<file path="src/ocbc_pkg.sv">
package ocbc_pkg;

    // Fixed field widths
    localparam int CW     = 21;
    localparam int LW     = 5;
    localparam int MODE_W = 2;

    localparam int DEFAULT_MAX_LEVEL = 19;

    // Balance mode codes; the unused code acts as full corner balance
    localparam logic [MODE_W-1:0] MODE_FACE = 2'd0;
    localparam logic [MODE_W-1:0] MODE_EDGE = 2'd1;
    localparam logic [MODE_W-1:0] MODE_FULL = 2'd2;

    // Control beat into the level kernel
    typedef struct packed {
        logic              valid;
        logic [LW-1:0]     level;
        logic [MODE_W-1:0] mode;
    } kctl_t;

    // Result beat out of the level kernel
    typedef struct packed {
        logic          valid;
        logic [LW-1:0] level;
    } kres_t;

endpackage

</file>
<file path="src/ocbc_kernel.sv">
module ocbc_kernel #(
    parameter int MAX_LEVEL = ocbc_pkg::DEFAULT_MAX_LEVEL,
    parameter int UW        = 23
) (
    input  logic            clk,
    input  logic            rst_n,
    input  ocbc_pkg::kctl_t ctl,
    input  logic [UW-1:0]   dx,
    input  logic [UW-1:0]   dy,
    input  logic [UW-1:0]   dz,
    output ocbc_pkg::kres_t res
);

    localparam int SHW = $clog2(MAX_LEVEL + 1);
    localparam int VW  = UW + 2;
    localparam int RW  = $clog2(VW);
    localparam int KW  = (RW > ocbc_pkg::LW) ? RW : ocbc_pkg::LW;

    // Stage 1: scale distances to q's side length, round up to even
    logic [SHW-1:0] sh;
    logic [UW-1:0]  ux, uy, uz, ux_p1, uy_p1, uz_p1;
    logic [UW-1:0]  ex, ey, ez, dm, f;
    logic           is_face, is_full, rawzero;

    always_comb
    begin
        sh      = SHW'(MAX_LEVEL) - SHW'(ctl.level);
        ux      = dx >> sh;
        uy      = dy >> sh;
        uz      = dz >> sh;
        ux_p1   = ux + UW'(1);
        uy_p1   = uy + UW'(1);
        uz_p1   = uz + UW'(1);
        ex      = {ux_p1[UW-1:1], 1'b0};
        ey      = {uy_p1[UW-1:1], 1'b0};
        ez      = {uz_p1[UW-1:1], 1'b0};
        dm      = (dx > dy) ? dx : dy;
        dm      = (dz > dm) ? dz : dm;
        f       = (dm >> sh) + UW'(1);
        is_face = (ctl.mode == ocbc_pkg::MODE_FACE);
        is_full = (ctl.mode != ocbc_pkg::MODE_FACE) && (ctl.mode != ocbc_pkg::MODE_EDGE);
        rawzero = (dx == '0) && (dy == '0) && (dz == '0);
    end

    logic                    k1_valid_reg;
    logic [ocbc_pkg::LW-1:0] k1_level_reg;
    logic                    k1_face_reg, k1_full_reg, k1_rawzero_reg;
    logic [UW-1:0]           k1_ex_reg, k1_ey_reg, k1_ez_reg, k1_f_reg;

    always_ff @(posedge clk or negedge rst_n)
    begin
        if (!rst_n)
        begin
            k1_valid_reg <= 1'b0;
        end
        else
        begin
            k1_valid_reg <= ctl.valid;
        end
    end

    always_ff @(posedge clk)
    begin
        k1_level_reg   <= ctl.level;
        k1_face_reg    <= is_face;
        k1_full_reg    <= is_full;
        k1_rawzero_reg <= rawzero;
        k1_ex_reg      <= ex;
        k1_ey_reg      <= ey;
        k1_ez_reg      <= ez;
        k1_f_reg       <= f;
    end

    // Stage 2: fold terms into one word whose msb is the level drop
    logic [VW-1:0] ta, tb, tc, orv, sumv, v_next;

    always_comb
    begin
        if (k1_face_reg)
        begin
            ta = VW'(k1_ey_reg) + VW'(k1_ez_reg);
            tb = VW'(k1_ez_reg) + VW'(k1_ex_reg);
            tc = VW'(k1_ex_reg) + VW'(k1_ey_reg);
        end
        else
        begin
            ta = VW'(k1_ex_reg);
            tb = VW'(k1_ey_reg);
            tc = VW'(k1_ez_reg);
        end
        orv  = ta | tb | tc;
        sumv = ta + tb + tc - orv;
        if (k1_full_reg)
            v_next = VW'(k1_f_reg);
        else
            v_next = orv | sumv;
    end

    logic                    k2_valid_reg;
    logic [ocbc_pkg::LW-1:0] k2_level_reg;
    logic                    k2_full_reg, k2_rawzero_reg;
    logic [VW-1:0]           k2_v_reg;

    always_ff @(posedge clk or negedge rst_n)
    begin
        if (!rst_n)
        begin
            k2_valid_reg <= 1'b0;
        end
        else
        begin
            k2_valid_reg <= k1_valid_reg;
        end
    end

    always_ff @(posedge clk)
    begin
        k2_level_reg   <= k1_level_reg;
        k2_full_reg    <= k1_full_reg;
        k2_rawzero_reg <= k1_rawzero_reg;
        k2_v_reg       <= v_next;
    end

    // Stage 3: msb search and level subtract, floored at zero
    logic [RW-1:0]           r;
    logic [KW-1:0]           lev_k, r_k;
    logic [ocbc_pkg::LW-1:0] blev_next;

    always_comb
    begin
        r = '0;
        for (int i = 0; i < VW; i++)
        begin
            if (k2_v_reg[i])
                r = RW'(i);
        end
        lev_k = KW'(k2_level_reg);
        r_k   = KW'(r);
        if (!k2_full_reg && k2_rawzero_reg)
            blev_next = k2_level_reg;
        else if (k2_v_reg == '0)
            blev_next = k2_level_reg + ocbc_pkg::LW'(1);
        else if (r_k >= lev_k)
            blev_next = '0;
        else
            blev_next = ocbc_pkg::LW'(lev_k - r_k);
    end

    logic                    res_valid_reg;
    logic [ocbc_pkg::LW-1:0] res_level_reg;

    always_ff @(posedge clk or negedge rst_n)
    begin
        if (!rst_n)
        begin
            res_valid_reg <= 1'b0;
        end
        else
        begin
            res_valid_reg <= k2_valid_reg;
        end
    end

    always_ff @(posedge clk)
    begin
        res_level_reg <= blev_next;
    end

    assign res.valid = res_valid_reg;
    assign res.level = res_level_reg;

endmodule

</file>
<file path="src/octant_corner_balance_check.sv">
// A result is strobed on done once its start beat has passed through every stage.
// Throughput: one beat per cycle; busy stays low, the five-stage pipeline
// (distance, scale, fold, msb search, output) takes a beat every clock.
// The receiver cannot stall, so no beat is ever held back.
// Reset clears the stage valid bits and sets balance mode to full corner.
module octant_corner_balance_check #(
    parameter int MAX_LEVEL = ocbc_pkg::DEFAULT_MAX_LEVEL
) (
    input  logic                                clk,
    input  logic                                rst_n,
    input  logic                                cfg_wr_en,
    input  logic [ocbc_pkg::MODE_W-1:0]         cfg_wr_data,
    input  logic                                start,
    output logic                                busy,
    input  logic signed [ocbc_pkg::CW-1:0]      q_x,
    input  logic signed [ocbc_pkg::CW-1:0]      q_y,
    input  logic signed [ocbc_pkg::CW-1:0]      q_z,
    input  logic [ocbc_pkg::LW-1:0]             q_level,
    input  logic signed [ocbc_pkg::CW-1:0]      p_x,
    input  logic signed [ocbc_pkg::CW-1:0]      p_y,
    input  logic signed [ocbc_pkg::CW-1:0]      p_z,
    input  logic [ocbc_pkg::LW-1:0]             p_level,
    input  logic [2:0]                          corner_id,
    output logic                                done,
    output logic                                consistent,
    output logic signed [ocbc_pkg::CW-1:0]      out_x,
    output logic signed [ocbc_pkg::CW-1:0]      out_y,
    output logic signed [ocbc_pkg::CW-1:0]      out_z,
    output logic [ocbc_pkg::LW-1:0]             out_level
);

    localparam int CW  = ocbc_pkg::CW;
    localparam int LW  = ocbc_pkg::LW;
    localparam int SHW = $clog2(MAX_LEVEL + 1);
    localparam int DW  = ((CW > MAX_LEVEL) ? CW : MAX_LEVEL) + 2;
    localparam int UW  = DW - 1;

    localparam logic [LW-1:0]  LEV_TOP = LW'(MAX_LEVEL - 1);
    localparam logic [SHW-1:0] ML_S    = SHW'(MAX_LEVEL);

    // Balance mode register
    logic [ocbc_pkg::MODE_W-1:0] mode_reg;

    always_ff @(posedge clk or negedge rst_n)
    begin
        if (!rst_n)
            mode_reg <= ocbc_pkg::MODE_FULL;
        else if (cfg_wr_en)
            mode_reg <= cfg_wr_data;
    end

    assign busy = 1'b0;

    logic accept;
    assign accept = start && !busy;

    // Stage 1: clamp levels, axis distances to p's corner
    logic [LW-1:0]          qlev_c, plev_c;
    logic [SHW-1:0]         qsh, psh;
    logic signed [DW-1:0]   qlen, plen;
    logic signed [CW-1:0]   q_in [3];
    logic signed [CW-1:0]   p_in [3];
    logic signed [DW-1:0]   qe, pe, dd;
    logic [UW-1:0]          d_next [3];

    always_comb
    begin
        q_in[0] = q_x;
        q_in[1] = q_y;
        q_in[2] = q_z;
        p_in[0] = p_x;
        p_in[1] = p_y;
        p_in[2] = p_z;
        qlev_c  = (q_level > LEV_TOP) ? LEV_TOP : q_level;
        plev_c  = (p_level > LEV_TOP) ? LEV_TOP : p_level;
        qsh     = ML_S - SHW'(qlev_c);
        psh     = ML_S - SHW'(plev_c);
        qlen    = DW'(1) << qsh;
        plen    = DW'(1) << psh;
        qe      = '0;
        pe      = '0;
        dd      = '0;
        for (int i = 0; i < 3; i++)
        begin
            qe = DW'(q_in[i]);
            pe = DW'(p_in[i]);
            if (corner_id[i])
                dd = (qe - pe) + (qlen - plen);
            else
                dd = pe - qe;
            // q on the wrong side of the corner counts as touching
            d_next[i] = dd[DW-1] ? '0 : dd[UW-1:0];
        end
    end

    logic                 s1_valid_reg;
    logic                 s1_refine_reg;
    logic [LW-1:0]        s1_qlev_reg, s1_plev_reg, s1_plev_raw_reg;
    logic [2:0]           s1_corner_reg;
    logic [UW-1:0]        s1_d_reg [3];
    logic signed [CW-1:0] s1_q_reg [3];
    logic signed [CW-1:0] s1_p_reg [3];

    always_ff @(posedge clk or negedge rst_n)
    begin
        if (!rst_n)
            s1_valid_reg <= 1'b0;
        else
            s1_valid_reg <= accept;
    end

    always_ff @(posedge clk)
    begin
        s1_refine_reg   <= qlev_c > plev_c;
        s1_qlev_reg     <= qlev_c;
        s1_plev_reg     <= plev_c;
        s1_plev_raw_reg <= p_level;
        s1_corner_reg   <= corner_id;
        for (int i = 0; i < 3; i++)
        begin
            s1_d_reg[i] <= d_next[i];
            s1_q_reg[i] <= q_in[i];
            s1_p_reg[i] <= p_in[i];
        end
    end

    // Level kernel: stages 2 to 4
    ocbc_pkg::kctl_t kctl;
    ocbc_pkg::kres_t kres;

    assign kctl.valid = s1_valid_reg;
    assign kctl.level = s1_qlev_reg;
    assign kctl.mode  = mode_reg;

    ocbc_kernel #(
        .MAX_LEVEL (MAX_LEVEL),
        .UW        (UW)
    ) u_kernel (
        .clk   (clk),
        .rst_n (rst_n),
        .ctl   (kctl),
        .dx    (s1_d_reg[0]),
        .dy    (s1_d_reg[1]),
        .dz    (s1_d_reg[2]),
        .res   (kres)
    );

    // Side pipe: shifted position of q and the echo fields
    logic signed [CW-1:0] pos_next [3];

    always_comb
    begin
        for (int i = 0; i < 3; i++)
        begin
            if (s1_corner_reg[i])
                pos_next[i] = s1_q_reg[i] - $signed(s1_d_reg[i][CW-1:0]);
            else
                pos_next[i] = s1_q_reg[i] + $signed(s1_d_reg[i][CW-1:0]);
        end
    end

    logic                 sp_refine_reg [3];
    logic [LW-1:0]        sp_plev_reg [3];
    logic [LW-1:0]        sp_plev_raw_reg [3];
    logic signed [CW-1:0] sp_pos_reg [3][3];
    logic signed [CW-1:0] sp_p_reg [3][3];

    always_ff @(posedge clk)
    begin
        sp_refine_reg[0]   <= s1_refine_reg;
        sp_plev_reg[0]     <= s1_plev_reg;
        sp_plev_raw_reg[0] <= s1_plev_raw_reg;
        for (int a = 0; a < 3; a++)
        begin
            sp_pos_reg[0][a] <= pos_next[a];
            sp_p_reg[0][a]   <= s1_p_reg[a];
        end
        for (int s = 1; s < 3; s++)
        begin
            sp_refine_reg[s]   <= sp_refine_reg[s-1];
            sp_plev_reg[s]     <= sp_plev_reg[s-1];
            sp_plev_raw_reg[s] <= sp_plev_raw_reg[s-1];
            for (int a = 0; a < 3; a++)
            begin
                sp_pos_reg[s][a] <= sp_pos_reg[s-1][a];
                sp_p_reg[s][a]   <= sp_p_reg[s-1][a];
            end
        end
    end

    // Stage 5: decide and mask to the required level
    logic [SHW-1:0]       osh;
    logic [CW-1:0]        mask;
    logic                 cons_next;
    logic signed [CW-1:0] ox_next, oy_next, oz_next;
    logic [LW-1:0]        olev_next;

    always_comb
    begin
        osh       = ML_S - SHW'(kres.level);
        mask      = {CW{1'b1}} << osh;
        cons_next = !sp_refine_reg[2] || (kres.level <= sp_plev_reg[2]);
        if (cons_next)
        begin
            ox_next   = sp_p_reg[2][0];
            oy_next   = sp_p_reg[2][1];
            oz_next   = sp_p_reg[2][2];
            olev_next = sp_plev_raw_reg[2];
        end
        else
        begin
            ox_next   = sp_pos_reg[2][0] & $signed(mask);
            oy_next   = sp_pos_reg[2][1] & $signed(mask);
            oz_next   = sp_pos_reg[2][2] & $signed(mask);
            olev_next = kres.level;
        end
    end

    logic                 done_reg;
    logic                 consistent_reg;
    logic signed [CW-1:0] out_x_reg, out_y_reg, out_z_reg;
    logic [LW-1:0]        out_level_reg;

    always_ff @(posedge clk or negedge rst_n)
    begin
        if (!rst_n)
            done_reg <= 1'b0;
        else
            done_reg <= kres.valid;
    end

    always_ff @(posedge clk)
    begin
        consistent_reg <= cons_next;
        out_x_reg      <= ox_next;
        out_y_reg      <= oy_next;
        out_z_reg      <= oz_next;
        out_level_reg  <= olev_next;
    end

    assign done       = done_reg;
    assign consistent = consistent_reg;
    assign out_x      = out_x_reg;
    assign out_y      = out_y_reg;
    assign out_z      = out_z_reg;
    assign out_level  = out_level_reg;

    // Every taken beat comes out on done after the s1, kernel and output registers
    a_latency: assert property (@(posedge clk) disable iff (!rst_n)
        accept |-> ##5 done)
        else $error("beat did not complete in five cycles");

    // A refined result is always finer than the root level
    a_refine_level: assert property (@(posedge clk) disable iff (!rst_n)
        (done && !consistent) |-> (out_level != '0))
        else $error("refined result at level zero");

    // A consistent result echoes p unchanged
    a_echo: assert property (@(posedge clk) disable iff (!rst_n)
        (done && consistent) |-> (out_x == $past(p_x, 5) && out_y == $past(p_y, 5)
                                  && out_z == $past(p_z, 5)
                                  && out_level == $past(p_level, 5)))
        else $error("consistent result does not echo p");

endmodule

</file>
<file path="config.mk">
export PLATFORM = sky130hd
export DESIGN_NAME = octant_corner_balance_check
export DESIGN_NICKNAME = d
export VERILOG_FILES = /design/src/ocbc_pkg.sv /design/src/ocbc_kernel.sv /design/src/octant_corner_balance_check.sv
export SDC_FILE = /design/constraint.sdc
export NUM_CORES = 2
export LEC_CHECK = 0
export ABC_AREA = 1
export BUFFER_PORTS_ARGS = -buffer_cell sky130_fd_sc_hd__buf_2
export CAP_MARGIN = 40
export CORE_ASPECT_RATIO = 0.5
export CORE_MARGIN = 2
export CORE_UTILIZATION = 35
export DETAILED_ROUTE_END_ITERATION = 16
export GPL_TIMING_DRIVEN = 0
export HOLD_SLACK_MARGIN = 0.05
export PLACE_DENSITY = 0.53
export SLEW_MARGIN = 25
export SYNTH_ARGS = -nofsm -noshare
export SYNTH_HDL_FRONTEND = slang
export SYNTH_SLANG_ARGS = --single-unit
</file>
<file path="constraint.sdc">
create_clock -name clk -period 6.55 [get_ports clk]
set_input_delay 0.3275 -clock clk [delete_from_list [all_inputs] [get_ports clk]]
set_output_delay 0.3275 -clock clk [all_outputs]
set_load 0.05 [all_outputs]
</file>
Word-level counts from Yosys, hierarchy flattened
Memories as Yosys holds them, arrays and structs flattened.
Index checks and enable logic that the tools add are counted.
{ "word_totals": {"memories": 8, "romBits": 0, "output_inout_bits": 71, "regBits": 224, "word_cells": 151, "latch_bits": 0, "ramBits": 603} }
{ "op_classes": {"div": 0, "multipliers": 0, "n_mux": 47, "order_cmp": 7, "n_reduce_logical": 13, "n_bitwise": 6, "addsub": 32, "n_eq_ne": 1, "shifts": 7} }
{ "mem_list": {"columns": ["memory", "depth", "word_bits", "rd", "rd_ports_with_merged_regs", "write_ports", "line_no", "source"], "rows": [
  ["sp_p_reg", 3, 63, 3, 0, 3, "octant_corner_balance_check.sv:166", "logic signed [CW-1:0] sp_p_reg [3][3];"],
  ["sp_pos_reg", 3, 63, 3, 0, 3, "octant_corner_balance_check.sv:165", "logic signed [CW-1:0] sp_pos_reg [3][3];"],
  ["s1_d_reg", 3, 22, 3, 0, 3, "octant_corner_balance_check.sv:100", "logic [UW-1:0] s1_d_reg [3];"],
  ["s1_p_reg", 3, 21, 3, 0, 3, "octant_corner_balance_check.sv:102", "logic signed [CW-1:0] s1_p_reg [3];"],
  ["s1_q_reg", 3, 21, 3, 0, 3, "octant_corner_balance_check.sv:101", "logic signed [CW-1:0] s1_q_reg [3];"],
  ["sp_plev_raw_reg", 3, 5, 3, 0, 3, "octant_corner_balance_check.sv:164", "logic [LW-1:0] sp_plev_raw_reg [3];"],
  ["2 more memories", null, null, null, null, null, null, null]
]} }
{ "op_table": {"columns": ["operator", "n"], "rows": [
  ["5-bit two-way mux", 28],
  ["22-bit two-way mux", 6],
  ["21-bit by 21-bit subtractor with 22-bit output", 6],
  ["21-bit two-way mux", 6],
  ["22-bit by 1-bit adder with 22-bit output (second input constant)", 4],
  ["22-bit by 5-bit >> shifter with 22-bit output", 4],
  ["24-bit two-way mux", 3],
  ["24-bit OR", 3],
  ["22-bit by 22-bit adder with 23-bit output", 3],
  ["22-bit by 23-bit adder with 23-bit output", 3],
  ["23-bit two-way mux", 3],
  ["22-bit zero test", 3],
  ["21-bit adder", 3],
  ["21-bit bitwise AND", 3],
  ["21-bit subtractor", 3],
  ["24-bit adder", 2],
  ["1-bit by 5-bit left shift with 23-bit output (first input constant)", 2],
  ["22-bit > comparator", 2],
  ["24-bit zero test", 1],
  ["24-bit subtractor", 1],
  ["23-bit subtractor", 1],
  ["21-bit by 5-bit left shift with 21-bit output (first input constant)", 1],
  ["5-bit subtractor (first input constant)", 4],
  ["5-bit > comparator (second input constant)", 2],
  ["12 further kinds", 16]
]} }

Logic depth before layout (Yosys ltp)
{ "logic_depth": {"ltp_word": 27, "mapped_depth": 44, "ltp_nobuf": 42} }

Hierarchy
A second synthesis with hierarchy kept.
{ "hier_totals": {"cells_unflattened": 6419, "hier_area_um2": 48495.3} }
{ "by_module_without_submodules": {"columns": ["module", "area_each_um2", "seq_area_each_um2", "instances", "cells_per_inst"], "rows": [
  ["octant_corner_balance_check", 31870.6, 13934.6, 1, 3754],
  ["ocbc_kernel", 16624.7, 2657.5, 1, 2665]
]} }

Worst setup path after synthesis
OpenSTA, ideal clock, no wires.
{ "synth_timing": {"path_kind": "in2reg", "start": "in p_level[2] (netlist bit)", "end": "mem s1_d_reg[0][55] (netlist bit)", "stages": 35, "setup_slack_ns": 0.303, "arrival_ns": 6.109, "t_required_ns": 6.413, "setup_time_ns": 0.137, "path_cell_list": "inv_1 > nand3_1 > nand2_1 > inv_1 > nor2_1 > inv_1 > ha_1 > xnor2_1 > inv_1 > nor2_1 > nand2_1 > ha_1 > nand3_1 > and2_1 > o21ai_1 > a21oi_1 > o21bai_1 > a21boi_0 > o21ai_1 > a21oi_1 > o21ai_1 > a21boi_0 > o21ai_1 > xor2_1 > fa_1 > ha_1 > nand2_1 > inv_1 > a221oi_1 > nand3_1 > xor2_1 > xor2_1 > a22oi_1 > clkbuf_1 > a211oi_1"} }
{ "synth_lines": {"columns": ["element", "line_no", "source"], "rows": [
  ["start, declared", "octant_corner_balance_check.sv:22", "input logic [ocbc_pkg::LW-1:0] p_level,"],
  ["end, declared", "octant_corner_balance_check.sv:100", null]
]} }

==> impl_metrics.py <==
metrics = {
    "status": {
        "status": "complete, no violations",
    },
    "synth": {
        "synth.area.top_cells": "dfxtp_1, ha_1, nand2_1",
        "synthArstFlopShare_pct": 0.8464,
        "synth_fp_nets": 6347,
        "yosysTopAreaCell": "dfxtp_1",
        "synth-edff-count": 0,
        "syn_inst": 5708,
        "avgSynthCellArea_sq_um": 7.885,
        "ys_seq_area_share_pct": 36.87,
        "synth_top_area_share_pct": 36.47,
        "synth-seq-cells": 827,
        "ys_warn_count": 0,
        "synth.distinct_cells": 70,
        "ys.flop_type": "dfxtp_1",
        "synth_area_sq_um": 45010,
    },
    "place": {
        "dp.cells": 7635,
        "placed_cell_area_sq_um": 48620,
        "dp_hpwl_um": 147000,
        "portBuffers": 214,
        "gp_congestion": 0.9909,
    },
    "power_and_ir_drop": {
        "clkPwrFrac_pct": 17.5,
        "switching_share_pct": 49.00,
        "powerDensity_nw_per_um2": 520.3,
        "p_leak_nw": 25.31,
        "ir_worst_vdd_mv": 0.3159,
        "p_int_w": 0.01422,
        "seqPwrFrac_pct": 26.1,
        "p_sw_w": 0.01366,
        "p_comb_share_pct": 56.4,
    },
    "run": {
        "cap_violations": 0,
    },
    "timing": {
        "whs_ns": 0.1149,
        "worst_slew_pin_slew_ns": 0.9609,
        "fmax_mhz": 156.8,
        "setup_violations": 0,
        "finalCritPeriodShare_pct": 97.37,
        "finalHoldViolCount": 0,
        "final_max_slew_viol_count": 0,
        "final.min_clock_period_ns": 6.378,
        "clock_skew_ns": 0.02713,
        "max-slew-margin-rel_pct": 35.26,
    },
    "critical_path": {
        "crit_arrival_ns": 6.97,
        "crit_fanout": 5,
        "crit_path_max_incr_delay_ns": 0.42,
        "r2r_end": "u_kernel.k1_f_reg[16]$_DFF_P_",
        "rrSetupSlack_ns": 0.38,
        "crit_path_end_kind": "flip-flop",
        "crit_top_cell": "inv_1",
        "timing.rr.start": "s1_d_reg[0][39]$_SDFF_PP0_",
        "r2r_cells": 35,
        "worstSetupStartpointType": "input pin",
        "worstSetupPathType": "in2reg",
        "crit_required_ns": 7.14,
        "crit_path_top_delay_cell": "fa_1",
    },
    "die": {
        "io_pins": 216,
        "fp.dieW_um": 511.1,
        "initial_core_util_pct": 35.51,
        "num_rows": 92,
        "die_y_um": 257.6,
        "fp.coreArea_sq_um": 126700,
        "die-area_sq_um": 131600,
    },
    "route": {
        "drt-total-wl_um": 178200,
        "drcViolationCount": 0,
        "vias": 41060,
        "wire_per_inst_um": 22.36,
        "drtIter0Drc": 4029,
        "viasPerCell": 5.153,
        "firstDrtPassIters": 6,
        "drtAntennaViolNets": 0,
    },
    "clocking": {
        "htree_levels": 3,
        "path_clk_slew_ns": 0.07,
        "cts_tree": "yes",
        "cts-root-buf": "clkbuf_16",
        "cts_buffer_depth": 3,
        "cts_buffers": 77,
        "clock_latency_ns": 0.71,
        "cts_sinks": 827,
    },
    "min_path": {
        "hold_class": "in2async",
    },
    "global_route": {
        "grt_overflow": 0,
        "grt_max_degree": 17,
        "antenna_found_initial": 16,
        "track_usage_pct": 26.25,
        "first_global_vias": 38820,
        "grt_pass1_wl_um": 255900,
    },
    "layout": {
        "multiInputGateArea_sq_um": 25650,
        "seq_area_sq_um": 16620,
        "fin_cells": 7969,
        "mostFrequentLayoutCell": "nand2_1",
        "final_nets": 6848,
        "n_fill_cell": 12680,
        "final_area_sq_um": 53570,
        "drive_above_1_share_pct": 10.71,
        "area.growth.synth_to_final_pct": 19.03,
        "final_cell_mix": "nand2_1, dfxtp_1, inv_1, a21oi_1, o21ai_0",
    },
}
[synth_stat cells (7+ instances only)]
| cell type | instances |
|---|---|
| a211oi_1 | 12 |
| a21oi_1 | 450 |
| o21bai_1 | 14 |
| o21a_1 | 7 |
| buf_2 | 30 |
| o22ai_1 | 7 |
| fa_1 | 99 |
| nor2_2 | 12 |
| nand3_1 | 394 |
| a21o_1 | 10 |
| o31ai_1 | 7 |
| nand2_1 | 1165 |
| or2_2 | 27 |
| nor2_4 | 7 |
| ha_1 | 395 |
| nor2_1 | 320 |
| and2_1 | 9 |
| o22a_1 | 10 |
| inv_1 | 660 |
| o21ai_0 | 438 |
| a22oi_1 | 7 |
| a21boi_0 | 14 |
| mux2i_1 | 33 |
| dfxtp_1 | 820 |
| inv_2 | 10 |
| a31oi_1 | 27 |
| buf_4 | 13 |
| xnor2_1 | 99 |
| buf_6 | 9 |
| nor3_1 | 47 |
| clkbuf_1 | 67 |
| o21ai_1 | 47 |
| a21oi_2 | 14 |
| o211ai_1 | 36 |
| o221ai_1 | 7 |
| nand4_1 | 46 |
| buf_1 | 21 |
| nor4_1 | 24 |
| xor2_1 | 220 |
| nand3b_1 | 7 |
[power groups by stage]
stage	combinational (W)	sequential [W]	clock (W)
floorplan	0.00953	0.00717	0
global placement	0.0146	0.00728	0
detailed placement	0.0149	0.00731	0
CTS	0.0152	0.00722	0.00498
global route	0.0172	0.00735	0.00518
finish	0.0157	0.00727	0.00489
[layer usage]
layer	wire [um]	global-route usage (%)	share of wire [%]	up-vias
met4	5845	8.226	3.3	6
li1	-	-	-	19880
met2	75330	39.92	42	1441
met1	84130	37.63	47	19490
met3	12860	4.602	7.2	242
met5	34	0	0.019	-
[through the flow]
stage	worst slack (ns)	utilization (%)	total power, W	TNS [ns]
6_report	0.1724	42.27	0.02787	0
5_1_grt	-0.05085	42.26	0.02974	-0.1992
4_1_cts	0.001767	41.95	0.02743	0
3_5_place_dp	-2.595	38.37	0.02221	-149.44
3_3_place_gp	-2.990	38.03	0.02190	-173.52
2_1_floorplan	0.3035	-	0.01670	0
[worst max-delay path by stage]
stage / startpoint / end / slack [ns] / cells after the start
2_1_floorplan: p_level[2] / s1_d_reg[0][55]$_SDFF_PP0_ / 0.30 / 35
3_3_place_gp: q_level[3] / s1_d_reg[0][36]$_SDFF_PP0_ / -2.99 / 39
3_5_place_dp: q_level[3] / s1_d_reg[0][56]$_SDFF_PP0_ / -2.59 / 38
4_1_cts: s1_d_reg[0][42]$_SDFF_PP0_ / u_kernel.k1_f_reg[16]$_DFF_P_ / 0.002 / 35
5_1_grt: p_level[3] / s1_d_reg[0][65]$_SDFF_PP0_ / -0.05 / 39
6_report: p_level[3] / s1_d_reg[0][65]$_SDFF_PP0_ / 0.17 / 39
[repair_timing]
| action | 4_1_cts | 5_1_grt |
|---|---|---|
| pin swaps | 11 | 14 |
| endpoints found under the hold margin | 152 | 1 |
| gates cloned | 0 | 1 |
| resized for setup | 52 | 67 |
| hold buffers | 145 | 1 |
| buffers inserted | 19 | 20 |
| endpoints found under the setup margin | 73 | 88 |
[cell families after synthesis]
family | after synthesis | share of synthesized area, %
buf+inv | 818 | 7.209
xor+xnor | 320 | 6.244
flops | 827 | 36.87
simple gates | 2085 | 19.79
compound gates | 1127 | 13.69
other cells | 1 | 0.008332
fa+ha+maj | 494 | 15.38
mux | 36 | 0.8090
[layout make-up]
cell class,instances,area share (%)
Inverter,676,4.818
Multi-Input combinational cell,4063,47.88
Buffer,142,1.392
Timing Repair Buffer,422,5.725
Sequential cell,827,31.02
Clock buffer,100,4.099
Antenna cell,5,0.02336
Clock inverter,42,1.093
Tap cell,1692,3.952
[critical path, delay by kind of cell]
kind,cells,cell delay (ns)
AO/OA/AOI/OAI,11,2.12
adder cells (fa/ha/maj),4,1.33
XOR/XNOR,4,0.73
AND/OR/NAND/NOR,10,1.22
buffers and inverters,10,1.20
No activity file was read; power rests on OpenSTA's default activity.
